===== src/rtl/rec_pkg.sv =====
// Package with the constants and types shared by the red-excess centroid block.
package rec_pkg;

  localparam int unsigned COLUMNS       = 128;
  localparam int unsigned ROWS          = 128;
  localparam int unsigned FRACTION_BITS = 8;

  localparam int unsigned COL_W   = $clog2(COLUMNS);
  localparam int unsigned ROW_W   = $clog2(ROWS);
  localparam int unsigned LEVEL_W = 8;
  localparam int unsigned WSUM_W  = 29;
  localparam int unsigned LSUM_W  = 22;
  localparam int unsigned CENT_W  = 15;
  localparam int unsigned NUM_W   = WSUM_W + 4 + FRACTION_BITS;
  localparam int unsigned DEN_W   = LSUM_W + 4;
  localparam int unsigned CNT_W   = $clog2(NUM_W + 1);
  localparam int unsigned IN_W    = 3 * LEVEL_W;
  localparam int unsigned OUT_RAW = LEVEL_W + CENT_W + LSUM_W;
  localparam int unsigned OUT_W   = ((OUT_RAW + 7) / 8) * 8;

  localparam logic [CENT_W-1:0] CENTROID_MAX = {CENT_W{1'b1}};

  typedef struct packed {
    logic busy;
    logic done;
  } div_stat_t;

endpackage


===== src/rtl/rec_div.sv =====
// Iterative restoring divider that yields one quotient bit per clock cycle.
module rec_div (
  input  logic                      clk_i,
  input  logic                      rst_ni,
  input  logic                      start_i,
  input  logic [rec_pkg::NUM_W-1:0] num_i,
  input  logic [rec_pkg::DEN_W-1:0] den_i,
  output rec_pkg::div_stat_t        stat_o,
  output logic [rec_pkg::NUM_W-1:0] quo_o
);
  import rec_pkg::*;

  logic             busy_q, busy_d;
  logic             done_q, done_d;
  logic [CNT_W-1:0] cnt_q, cnt_d;
  logic [NUM_W-1:0] quo_q, quo_d;
  logic [DEN_W-1:0] rem_q, rem_d;
  logic [DEN_W-1:0] den_q, den_d;
  logic [DEN_W:0]   rem_sh;
  logic [DEN_W-1:0] rem_sub;
  logic             ge;

  assign rem_sh  = {rem_q, quo_q[NUM_W-1]};
  assign ge      = rem_sh >= {1'b0, den_q};
  assign rem_sub = rem_sh[DEN_W-1:0] - den_q;

  always_comb begin
    busy_d = busy_q;
    done_d = 1'b0;
    cnt_d  = cnt_q;
    quo_d  = quo_q;
    rem_d  = rem_q;
    den_d  = den_q;
    if (busy_q) begin
      quo_d = {quo_q[NUM_W-2:0], ge};
      rem_d = ge ? rem_sub : rem_sh[DEN_W-1:0];
      cnt_d = cnt_q - CNT_W'(1);
      if (cnt_q == CNT_W'(1)) begin
        busy_d = 1'b0;
        done_d = 1'b1;
      end
    end else if (start_i) begin
      busy_d = 1'b1;
      cnt_d  = CNT_W'(NUM_W);
      quo_d  = num_i;
      rem_d  = '0;
      den_d  = den_i;
    end
  end

  always_ff @(posedge clk_i or negedge rst_ni) begin
    if (!rst_ni) begin
      busy_q <= 1'b0;
      done_q <= 1'b0;
      cnt_q  <= '0;
    end else begin
      busy_q <= busy_d;
      done_q <= done_d;
      cnt_q  <= cnt_d;
    end
  end

  always_ff @(posedge clk_i) begin
    quo_q <= quo_d;
    rem_q <= rem_d;
    den_q <= den_d;
  end

  assign stat_o.busy = busy_q;
  assign stat_o.done = done_q;
  assign quo_o       = quo_q;

`ifndef SYNTHESIS
  a_done_after_busy: assert property (@(posedge clk_i) disable iff (!rst_ni)
    done_q |-> !busy_q && $past(busy_q))
    else $error("divider done without a preceding run");
  a_cnt_nonzero: assert property (@(posedge clk_i) disable iff (!rst_ni)
    busy_q |-> cnt_q != '0)
    else $error("divider running with an empty count");
  a_start_loads: assert property (@(posedge clk_i) disable iff (!rst_ni)
    (start_i && !busy_q) |=> busy_q && cnt_q == CNT_W'(NUM_W))
    else $error("divider start not taken");
`endif

endmodule


===== src/rtl/red_excess_centroid_x.sv =====
// Top level of the red-excess level and horizontal centroid block.
// Pixels arrive on the slave stream one word each, in raster order over a
// frame of 128 by 128 pixels. Every pixel gives one result word on the master
// stream with its red-excess level. The result of an ordinary pixel is
// registered, so it appears in the cycle after acceptance. The last pixel
// of a frame raises tlast and carries the total level and the centroid;
// the centroid comes from a restoring divider that works out one quotient
// bit per cycle, and while that pixel is processed tready stays low. A
// stalled result word holds in the output register and further pixels are
// refused until it is taken; the next pixel may be accepted in the cycle in
// which the held word leaves. Reset clears the position counters, the frame
// sums and the output valid flag, so the block starts at the first pixel of
// a new frame.
module red_excess_centroid_x (
  input  logic                        clk_i,
  input  logic                        rst_ni,
  input  logic                        s_axis_tvalid_i,
  output logic                        s_axis_tready_o,
  // blue [7:0], green [15:8], red [23:16]
  input  logic [rec_pkg::IN_W-1:0]    s_axis_tdata_i,
  output logic                        m_axis_tvalid_o,
  input  logic                        m_axis_tready_i,
  // red_level [7:0], centroid_x [22:8], total_level [44:23], zero [47:45]
  output logic [rec_pkg::OUT_W-1:0]   m_axis_tdata_o,
  // frame_done
  output logic                        m_axis_tlast_o
);
  import rec_pkg::*;

  localparam logic [1:0] ST_IDLE  = 2'd0;
  localparam logic [1:0] ST_START = 2'd1;
  localparam logic [1:0] ST_DIV   = 2'd2;
  localparam logic [1:0] ST_LOAD  = 2'd3;

  logic [1:0]         state_q, state_d;
  logic [COL_W-1:0]   col_q, col_d;
  logic [ROW_W-1:0]   row_q, row_d;
  logic [WSUM_W-1:0]  wsum_q, wsum_d;
  logic [LSUM_W-1:0]  lsum_q, lsum_d;
  logic [LEVEL_W-1:0] last_level_q, last_level_d;
  logic [LSUM_W-1:0]  total_q, total_d;
  logic               out_valid_q, out_valid_d;
  logic               out_last_q, out_last_d;
  logic [OUT_W-1:0]   out_data_q, out_data_d;

  logic [LEVEL_W-1:0] blue, green, red;
  logic [LEVEL_W:0]   gb_sum;
  logic [LEVEL_W-1:0] diff;
  logic [LEVEL_W-1:0] level;
  logic [COL_W+LEVEL_W-1:0] prod;
  logic [WSUM_W-1:0]  wsum_next;
  logic [LSUM_W-1:0]  lsum_next;
  logic               frame_last;
  logic               accept;
  logic               out_free;
  logic [WSUM_W+3:0]  w10;
  logic [DEN_W-1:0]   den;
  logic [NUM_W-1:0]   num;
  logic               div_start;
  div_stat_t          div_stat;
  logic [NUM_W-1:0]   quo;
  logic [CENT_W-1:0]  centroid;

  assign blue   = s_axis_tdata_i[LEVEL_W-1:0];
  assign green  = s_axis_tdata_i[2*LEVEL_W-1:LEVEL_W];
  assign red    = s_axis_tdata_i[3*LEVEL_W-1:2*LEVEL_W];
  assign gb_sum = {1'b0, green} + {1'b0, blue};
  assign diff   = red - gb_sum[LEVEL_W-1:0];
  assign level  = ({1'b0, red} > gb_sum) ? diff : '0;
  assign prod   = {{LEVEL_W{1'b0}}, col_q} * {{COL_W{1'b0}}, level};

  assign wsum_next  = wsum_q + WSUM_W'(prod);
  assign lsum_next  = lsum_q + LSUM_W'(level);
  assign frame_last = (col_q == COL_W'(COLUMNS - 1)) && (row_q == ROW_W'(ROWS - 1));

  assign out_free        = !out_valid_q || m_axis_tready_i;
  assign s_axis_tready_o = (state_q == ST_IDLE) && out_free;
  assign accept          = s_axis_tvalid_i && s_axis_tready_o;

  assign w10 = ({4'b0, wsum_q} << 3) + ({4'b0, wsum_q} << 1);
  assign num = NUM_W'({w10, {FRACTION_BITS{1'b0}}});
  assign den = ({4'b0, lsum_q} << 3) + ({4'b0, lsum_q} << 1) + DEN_W'(1);

  assign div_start = (state_q == ST_START);
  assign centroid  = (quo > NUM_W'(CENTROID_MAX)) ? CENTROID_MAX : quo[CENT_W-1:0];

  rec_div u_div (
    .clk_i   (clk_i),
    .rst_ni  (rst_ni),
    .start_i (div_start),
    .num_i   (num),
    .den_i   (den),
    .stat_o  (div_stat),
    .quo_o   (quo)
  );

  always_comb begin
    state_d      = state_q;
    col_d        = col_q;
    row_d        = row_q;
    wsum_d       = wsum_q;
    lsum_d       = lsum_q;
    last_level_d = last_level_q;
    total_d      = total_q;
    out_valid_d  = out_valid_q;
    out_last_d   = out_last_q;
    out_data_d   = out_data_q;
    if (out_valid_q && m_axis_tready_i) begin
      out_valid_d = 1'b0;
    end
    unique case (state_q)
      ST_IDLE: begin
        if (accept) begin
          wsum_d = wsum_next;
          lsum_d = lsum_next;
          if (frame_last) begin
            last_level_d = level;
            col_d        = '0;
            row_d        = '0;
            state_d      = ST_START;
          end else begin
            if (col_q == COL_W'(COLUMNS - 1)) begin
              col_d = '0;
              row_d = row_q + ROW_W'(1);
            end else begin
              col_d = col_q + COL_W'(1);
            end
            out_valid_d = 1'b1;
            out_last_d  = 1'b0;
            out_data_d  = OUT_W'(level);
          end
        end
      end
      ST_START: begin
        total_d = lsum_q;
        wsum_d  = '0;
        lsum_d  = '0;
        state_d = ST_DIV;
      end
      ST_DIV: begin
        if (div_stat.done) begin
          state_d = ST_LOAD;
        end
      end
      ST_LOAD: begin
        if (out_free) begin
          out_valid_d = 1'b1;
          out_last_d  = 1'b1;
          out_data_d  = OUT_W'({total_q, centroid, last_level_q});
          state_d     = ST_IDLE;
        end
      end
      default: begin
        state_d = ST_IDLE;
      end
    endcase
  end

  always_ff @(posedge clk_i or negedge rst_ni) begin
    if (!rst_ni) begin
      state_q     <= ST_IDLE;
      col_q       <= '0;
      row_q       <= '0;
      wsum_q      <= '0;
      lsum_q      <= '0;
      out_valid_q <= 1'b0;
    end else begin
      state_q     <= state_d;
      col_q       <= col_d;
      row_q       <= row_d;
      wsum_q      <= wsum_d;
      lsum_q      <= lsum_d;
      out_valid_q <= out_valid_d;
    end
  end

  always_ff @(posedge clk_i) begin
    last_level_q <= last_level_d;
    total_q      <= total_d;
    out_last_q   <= out_last_d;
    out_data_q   <= out_data_d;
  end

  assign m_axis_tvalid_o = out_valid_q;
  assign m_axis_tdata_o  = out_data_q;
  assign m_axis_tlast_o  = out_last_q;

`ifndef SYNTHESIS
  a_busy_not_ready: assert property (@(posedge clk_i) disable iff (!rst_ni)
    div_stat.busy |-> !s_axis_tready_o)
    else $error("pixel accepted while the divider runs");
  a_plain_word_zero: assert property (@(posedge clk_i) disable iff (!rst_ni)
    (m_axis_tvalid_o && !m_axis_tlast_o) |-> m_axis_tdata_o[OUT_W-1:LEVEL_W] == '0)
    else $error("frame fields set on an ordinary word");
  a_last_starts_div: assert property (@(posedge clk_i) disable iff (!rst_ni)
    (accept && frame_last) |=> state_q == ST_START && col_q == '0 && row_q == '0)
    else $error("last pixel did not start the centroid division");
  a_div_only_in_div: assert property (@(posedge clk_i) disable iff (!rst_ni)
    div_stat.done |-> state_q == ST_DIV)
    else $error("divider finished outside the division state");
`endif

endmodule

===== config.mk =====
export PLATFORM = sky130hd
export DESIGN_NAME = red_excess_centroid_x
export DESIGN_NICKNAME = d
export VERILOG_FILES = /design/src/rtl/rec_pkg.sv /design/src/rtl/rec_div.sv /design/src/rtl/red_excess_centroid_x.sv
export SDC_FILE = /design/constraint.sdc
export NUM_CORES = 1
export LEC_CHECK = 0
export ABC_AREA = 1
export BUFFER_PORTS_ARGS = -buffer_cell sky130_fd_sc_hd__buf_2
export CORE_UTILIZATION = 35
export DETAILED_ROUTE_END_ITERATION = 12
export GPL_ROUTABILITY_DRIVEN = 0
export HOLD_SLACK_MARGIN = 0.02
export SYNTH_ARGS = -nofsm -noshare
export SYNTH_HDL_FRONTEND = slang
export SYNTH_SLANG_ARGS = --single-unit

===== constraint.sdc =====
create_clock -name clk_i -period 15.85 [get_ports clk_i]
set_input_delay 0 -clock clk_i [delete_from_list [all_inputs] [get_ports clk_i]]
set_output_delay 0 -clock clk_i [all_outputs]
set_load 0.02 [all_outputs]

-- Yosys cells after proc, flatten, opt, wreduce, memory -nomap -nowiden
Cells that the tools add are included.
- magnitude comparators: 3
- add/sub/neg operators: 11
- eq/ne operators: 11
- bitwise logic cells: 1
- div/mod/pow operators: 0
- reductions and logical operators: 18
- muxes and demuxes: 40
- multiply operators: 1
- shift operators: 0
- operator list (kind ; count):
    $mux W48 ; 3
    $pmux W48 S2 ; 1
    $mux W41 ; 2
    $mux W26 ; 3
    $pmux W29 S2 ; 1
    $pmux W22 S2 ; 1
    $gt A41 B15 Y1 const B ; 1
    $add A32 B30 Y33 ; 1
    $add A29 B15 Y29 ; 1
    $mux W29 ; 1
    $mux W7 ; 4
    $ge A27 B26 Y1 ; 1
    $add A25 B23 Y26 ; 1
    $add A26 B1 Y26 const B ; 1
    $sub A26 B26 Y26 ; 1
    $add A22 B8 Y22 ; 1
    $mux W22 ; 1
    $mul A7 B8 Y15 ; 1
    $mux W15 ; 1
    $add A7 B1 Y7 const B ; 2
    $eq A7 B7 Y1 const B ; 2
    $mux W1 ; 12
    $mux W6 ; 2
    $add A8 B8 Y9 ; 1
    other kinds (21) ; 39
- memory bits (read-only): 0
- bits in latches: 0
- memories kept: 0
- register bits after elaboration: 248
- memory bits (writable): 0

-- Logic depth before layout (Yosys ltp)
- word-level depth: 7
- gate-level depth with buffers: 34
- depth with buffers taken out: 34

-- Modules after synthesis
A second synthesis with hierarchy kept.
- cell total of the unflattened synthesis: 2570
- area total of the unflattened synthesis: 19088.3 um^2
- by module, submodules not included (module ; seq. area each (um^2) ; cells each ; times used ; area each (um^2)):
    red_excess_centroid_x ; 3983.8 ; 1763 ; 1 ; 12824.8
    rec_div ; 2992.9 ; 807 ; 1 ; 6263.5

-- Least setup slack after synthesis
No wires, ideal clock.
- path kind: input to register
- start point: input port s_axis_tdata_i[0] (netlist bit)
- end point: register wsum_q[17]
- buffers on the path: 1
- data arrival time: 5.657 ns
- required time: 15.731 ns
- path slack: 10.074 ns
- cell stages on the path: 31
- path through: ha_1 > inv_1 > fa_1 > o21ai_2 > a31oi_1 > xor2_1 > ha_1 > a21o_1 > a21oi_1 > or2_1 > nand2_2 > buf_6 > nand2_2 > inv_1 > nand2_1 > fa_1 > fa_1 > inv_1 > fa_1 > inv_1 > fa_1 > inv_1 > ha_1 > a21oi_1 > nor2_1 > nor2_1 > nand2_1 > nand3_1 > nand2_1 > a21oi_1 > nor2_1
- cells in the longest elaborated chain, start to end: 7
- elaborated cells on any way between the ends: 8
- RTL lines (what ; RTL line ; text):
    start, declared ; red_excess_centroid_x.sv:20 ; input logic [rec_pkg::IN_W-1:0] s_axis_tdata_i,
    $add A8 B8 Y9 * ; red_excess_centroid_x.sv:67 ; assign gb_sum = {1'b0, green} + {1'b0, blue};
    $sub A8 B8 Y8 / $gt A8 B9 Y1 (equally long branches) ; red_excess_centroid_x.sv:68, red_excess_centroid_x.sv:69 ;
    $mux W8 * ; red_excess_centroid_x.sv:69 ; assign level = ({1'b0, red} > gb_sum) ? diff : '0;
    net level[0] ; red_excess_centroid_x.sv:49 ; logic [LEVEL_W-1:0] level;
    $mul A7 B8 Y15 * ; red_excess_centroid_x.sv:70 ; assign prod = {{LEVEL_W{1'b0}}, col_q} * {{COL_W{1'b0}}, level};
    $add A29 B15 Y29 * ; red_excess_centroid_x.sv:72 ; assign wsum_next = wsum_q + WSUM_W'(prod);
    $mux W29 * ; red_excess_centroid_x.sv:113 ; if (accept) begin
    $pmux W29 S2 * ; red_excess_centroid_x.sv:111 ; unique case (state_q)
    end signal, assigned ; red_excess_centroid_x.sv:171 ; wsum_q <= wsum_d;
    end, declared ; red_excess_centroid_x.sv:38 ; logic [WSUM_W-1:0] wsum_q, wsum_d;
Mark *: on every way through the listed nets, which the timed path passes. The rest lies on a longest branch. The select of a mux whose other input is x is not followed.
A chain may end at the register's enable or synchronous reset.

-- Worst setup path after layout
- start point: input port s_axis_tdata_i[0] (netlist bit)
- end point: register wsum_q[20]
The elaborated chain is that of the path after synthesis.

==> results.toml <==
[sta]
grt_setup_unrepaired = "false"
hold_viol = 0
fmaxAchievable_mhz = 165
skew_ns = 0.0618
period_share_pct = 38.2
final-setup-viol-count = 0
timing.max_slew.rel_slack_pct = 28.6
final-max-slew-violation-count = 0
timing.final.crit_period_ns = 6.05
transition_at_the_pin_with_the_smallest_max_transition_slack_ns = 1.07
setup_tns_ns = 0

[worst_setup_path]
cp_slowest_stage_delay_ns = 0.57
worst_r2r_startpoint = "col_q[5]"
critical_path.startpoint_type = "primary input"
kind_of_capture_point_of_the_worst_setup_path = "register"
data_arrival_time_of_the_critical_path_ns = 6.59
worst-r2r-cell-count = 18
critical_path_class = "primary input to register"
critPathSlowestCell = "sky130_fd_sc_hd__fa_1"
regToRegSetupSlack_ns = 11.10
timing.critical_path.fanout_max = 15
worst-endpoint-required_ns = 16.39
most_repeated_library_cell_on_the_critical_path = "sky130_fd_sc_hd__inv_1"
worst_r2r_endpoint = "wsum_q[20]"

[clocking]
cts-root-to-sink-buffers = 3
cts-htree-levels = 1
cts_root_buf = "sky130_fd_sc_hd__clkbuf_16"
post_cts_resized = 0
clock_tree_from_tritoncts = "yes"
cts_hold_buffers = 6
cts.repair_timing.setup_buffer_count = 0
clock_sinks = 244
worst_setup_hold_path_clk_slew_ns = 0.06
clk_latency_ns = 0.62
cts_made_buffers = 30

[floorplan]
core_region_area_mm2 = 0.0529
num_io_pins = 79
starting_density_of_the_core_pct = 35.6
chipWidth_um = 234
row_count = 84
die_area_mm2 = 0.0546
die_height_um = 234

[layout]
final.fill_count = 5385
layout-drive-gt1-share_pct = 6.53
design.final.nets = 2814
area_delta_synth_final_pct = 11.5
multiInputGateArea_mm2 = 0.0101
seqCellArea_mm2 = 0.00695
diodes = 0
final_core_util_pct = 39.7

[power_and_ir_drop]
p_per_area_mw_per_mm2 = 131
ir_drop_mv = 0.105
leakagePower_nw = 10.6

[yosys]
syn-instance-count = 2506
yosysSeqAreaShare_pct = 36.9
synth.largest_area_cell = "sky130_fd_sc_hd__edfxtp_1"
synth_top_cell_area_share_pct = 26.8
postSynthRegisterBits = 244
yosys_warnings = 0
synth_ff_type = "sky130_fd_sc_hd__edfxtp_1"
synth-edff-count = 168
synthesis.area_per_instance_um2 = 7.50
synth.lib_cells_used.distinct = 48
postSynth.asyncResetShare_pct = 31.1
syn-cell-area_mm2 = 0.0188
yosys-top-cells-area = "sky130_fd_sc_hd__edfxtp_1, sky130_fd_sc_hd__nand2_1, sky130_fd_sc_hd__dfrtp_1, sky130_fd_sc_hd__ha_1, sky130_fd_sc_hd__inv_1"

[global_route]
grt_antenna_before_repair = 0
maximum_number_of_pins_on_one_net_before_global_route_repair = 77
grtUsageTotal_pct = 17.9
first_pass_grt_wire_length_mm = 79.8
globalRouteOverflowTotal = 0
vias_in_the_first_global_route = 16300

[route]
post_drt_via_cell_ratio = 4.93
final_wirelength_mm = 47.8
detail_route.iter0.violations = 1292
post-route-drc-count = 0
drt.antenna.violating_nets = 0
drt_pass1_iterations = 7
dr_total_vias = 16300
routed_wire_length_per_instance_um = 14.5

[placed_design]
detail_placement_hpwl_mm = 36.6
port_buffer_count = 75

[run]
cap_viol_max_count = 0

[status]
status = "completed"

[min_path]
hold_path.startpoint = "s_axis_tdata_i[17]"
hold-path-cell-count = 4
classification_of_the_worst_slack_hold_path = "primary input to register"
whs_endpoint = "m_axis_tdata_o[1]"
## registers in the layout (all words and copies together) (netlist names), 2 cells and up
signal          count
u_div.den_q        25
lsum_q             22
last_level_q        8
total_q            22
m_axis_tdata_o     45
wsum_q             29
u_div.cnt_q         6
state_q             2
u_div.rem_q        26
row_q               7
u_div.quo_o        41
col_q               7
## logic make-up after synthesis
| family | count (synthesis) | synth area share [%] |
|---|---|---|
| XOR/XNOR | 51 | 2.38 |
| adder cells (fa/ha/maj) | 193 | 14.8 |
| flip-flops | 244 | 36.9 |
| other | 1 | 0.0199 |
| AO/OA/AOI/OAI | 282 | 8.13 |
| buffers and inverters | 466 | 9.60 |
| AND/OR/NAND/NOR | 1269 | 28.2 |
## power by group
part | switching, mW | internal [mW]
Clock | 0.293 | 0.381
Sequential | 0.0796 | 0.764
Combinational | 0.804 | 0.433
Total | 1.18 | 1.58
## placed cells by master (no fill, tap or decap), types with 5 or more instances in the layout
master                          instances
sky130_fd_sc_hd__nor4_1                11
sky130_fd_sc_hd__inv_1                425
sky130_fd_sc_hd__nand2_2                8
sky130_fd_sc_hd__buf_4                  9
sky130_fd_sc_hd__dlygate4sd3_1          6
sky130_fd_sc_hd__clkbuf_16             30
sky130_fd_sc_hd__clkinv_2               6
sky130_fd_sc_hd__o21a_1                 8
sky130_fd_sc_hd__nand3_1              133
sky130_fd_sc_hd__a21oi_1              141
sky130_fd_sc_hd__a21o_1                 5
sky130_fd_sc_hd__o22ai_1                9
sky130_fd_sc_hd__nor2_2                 6
sky130_fd_sc_hd__o21bai_1               8
sky130_fd_sc_hd__a31oi_1                5
sky130_fd_sc_hd__xor2_1                34
sky130_fd_sc_hd__o21ai_0               87
sky130_fd_sc_hd__dfrtp_1               75
sky130_fd_sc_hd__or2_2                  7
sky130_fd_sc_hd__nor3_1                26
sky130_fd_sc_hd__clkbuf_1               5
sky130_fd_sc_hd__buf_2                 74
sky130_fd_sc_hd__nor2_1               307
sky130_fd_sc_hd__nand4_1               27
sky130_fd_sc_hd__nand2_1              705
sky130_fd_sc_hd__xnor2_1               17
sky130_fd_sc_hd__ha_1                 145
sky130_fd_sc_hd__nand3b_1              22
sky130_fd_sc_hd__edfxtp_1             168
sky130_fd_sc_hd__fa_1                  48
sky130_fd_sc_hd__nand3_2                7
## how the worst max path moves through the flow
stage / start / endpoint / slack, ns / cells past startpoint
3_5_place_dp: s_axis_tdata_i[0] / wsum_q[17] / 9.25 / 32
4_1_cts: s_axis_tdata_i[0] / wsum_q[17] / 9.85 / 32
3_3_place_gp: s_axis_tdata_i[0] / wsum_q[17] / 9.46 / 32
6_report: s_axis_tdata_i[0] / wsum_q[20] / 9.80 / 31
2_1_floorplan: s_axis_tdata_i[0] / wsum_q[17] / 10.07 / 31
5_1_grt: s_axis_tdata_i[0] / wsum_q[20] / 9.34 / 31
## critical path, delay by kind of cell
family                   cells  cell delay, ns
AO/OA/AOI/OAI                6            1.13
XOR/XNOR                     1            0.16
adder cells (fa/ha/maj)      8            3.19
buffers and inverters        6            0.50
AND/OR/NAND/NOR             10            1.61
## metrics by stage
| step | worst slack (ns) | hold WS, ns | cells | instance area [µm²] | power [mW] |
|---|---|---|---|---|---|
| 3_5_place_dp | 9.25 | -0.105 | 3243 | 19900 | 2.08 |
| 2_1_floorplan | 10.07 | -0.296 | 2508 | 18800 | 1.76 |
| 4_1_cts | 9.85 | 0.0873 | 3305 | 21000 | 2.77 |
| 5_1_grt | 9.34 | 0.140 | 3305 | 21000 | 3.00 |
| 3_3_place_gp | 9.46 | -0.108 | 3243 | 19900 | 2.06 |
| 6_report | 9.80 | 0.111 | 3305 | 21000 | 2.75 |
## final cells by class
cell class	count	share of cell area (%)
multi-input cells	1798	48.0
repair buffers	89	2.38
flip-flops and latches	244	33.1
inverters	430	7.70
well taps	688	4.11
clock inverters	18	0.764
clock buffers	38	3.87
## synthesized netlist by cell type, types with 7 or more instances
cell                       instances
sky130_fd_sc_hd__o21ai_0          87
sky130_fd_sc_hd__clkbuf_1         22
sky130_fd_sc_hd__dfrtp_1          76
sky130_fd_sc_hd__nand3b_1         22
sky130_fd_sc_hd__nand2_2           8
sky130_fd_sc_hd__fa_1             48
sky130_fd_sc_hd__o22ai_1           9
sky130_fd_sc_hd__edfxtp_1        168
sky130_fd_sc_hd__xnor2_1          17
sky130_fd_sc_hd__or2_2             7
sky130_fd_sc_hd__nor3_1           26
sky130_fd_sc_hd__a21oi_1         141
sky130_fd_sc_hd__nor2_1          308
sky130_fd_sc_hd__xor2_1           34
sky130_fd_sc_hd__o21a_1            8
sky130_fd_sc_hd__inv_1           426
sky130_fd_sc_hd__ha_1            145
sky130_fd_sc_hd__nand3_2           7
sky130_fd_sc_hd__nand4_1          27
sky130_fd_sc_hd__o21bai_1          8
sky130_fd_sc_hd__nor4_1           11
sky130_fd_sc_hd__nand3_1         133
sky130_fd_sc_hd__nand2_1         705
## layer usage
layer  vias up  GRT usage, %  part of all wire, %
li1       8208             -                    -
met1      7604          22.1                   44
met2       369          32.1                   49
met3        99          2.16                  4.0
met4         0          5.82                  3.0
met5         -             0                    0
Power figures use the tool's default switching activity.
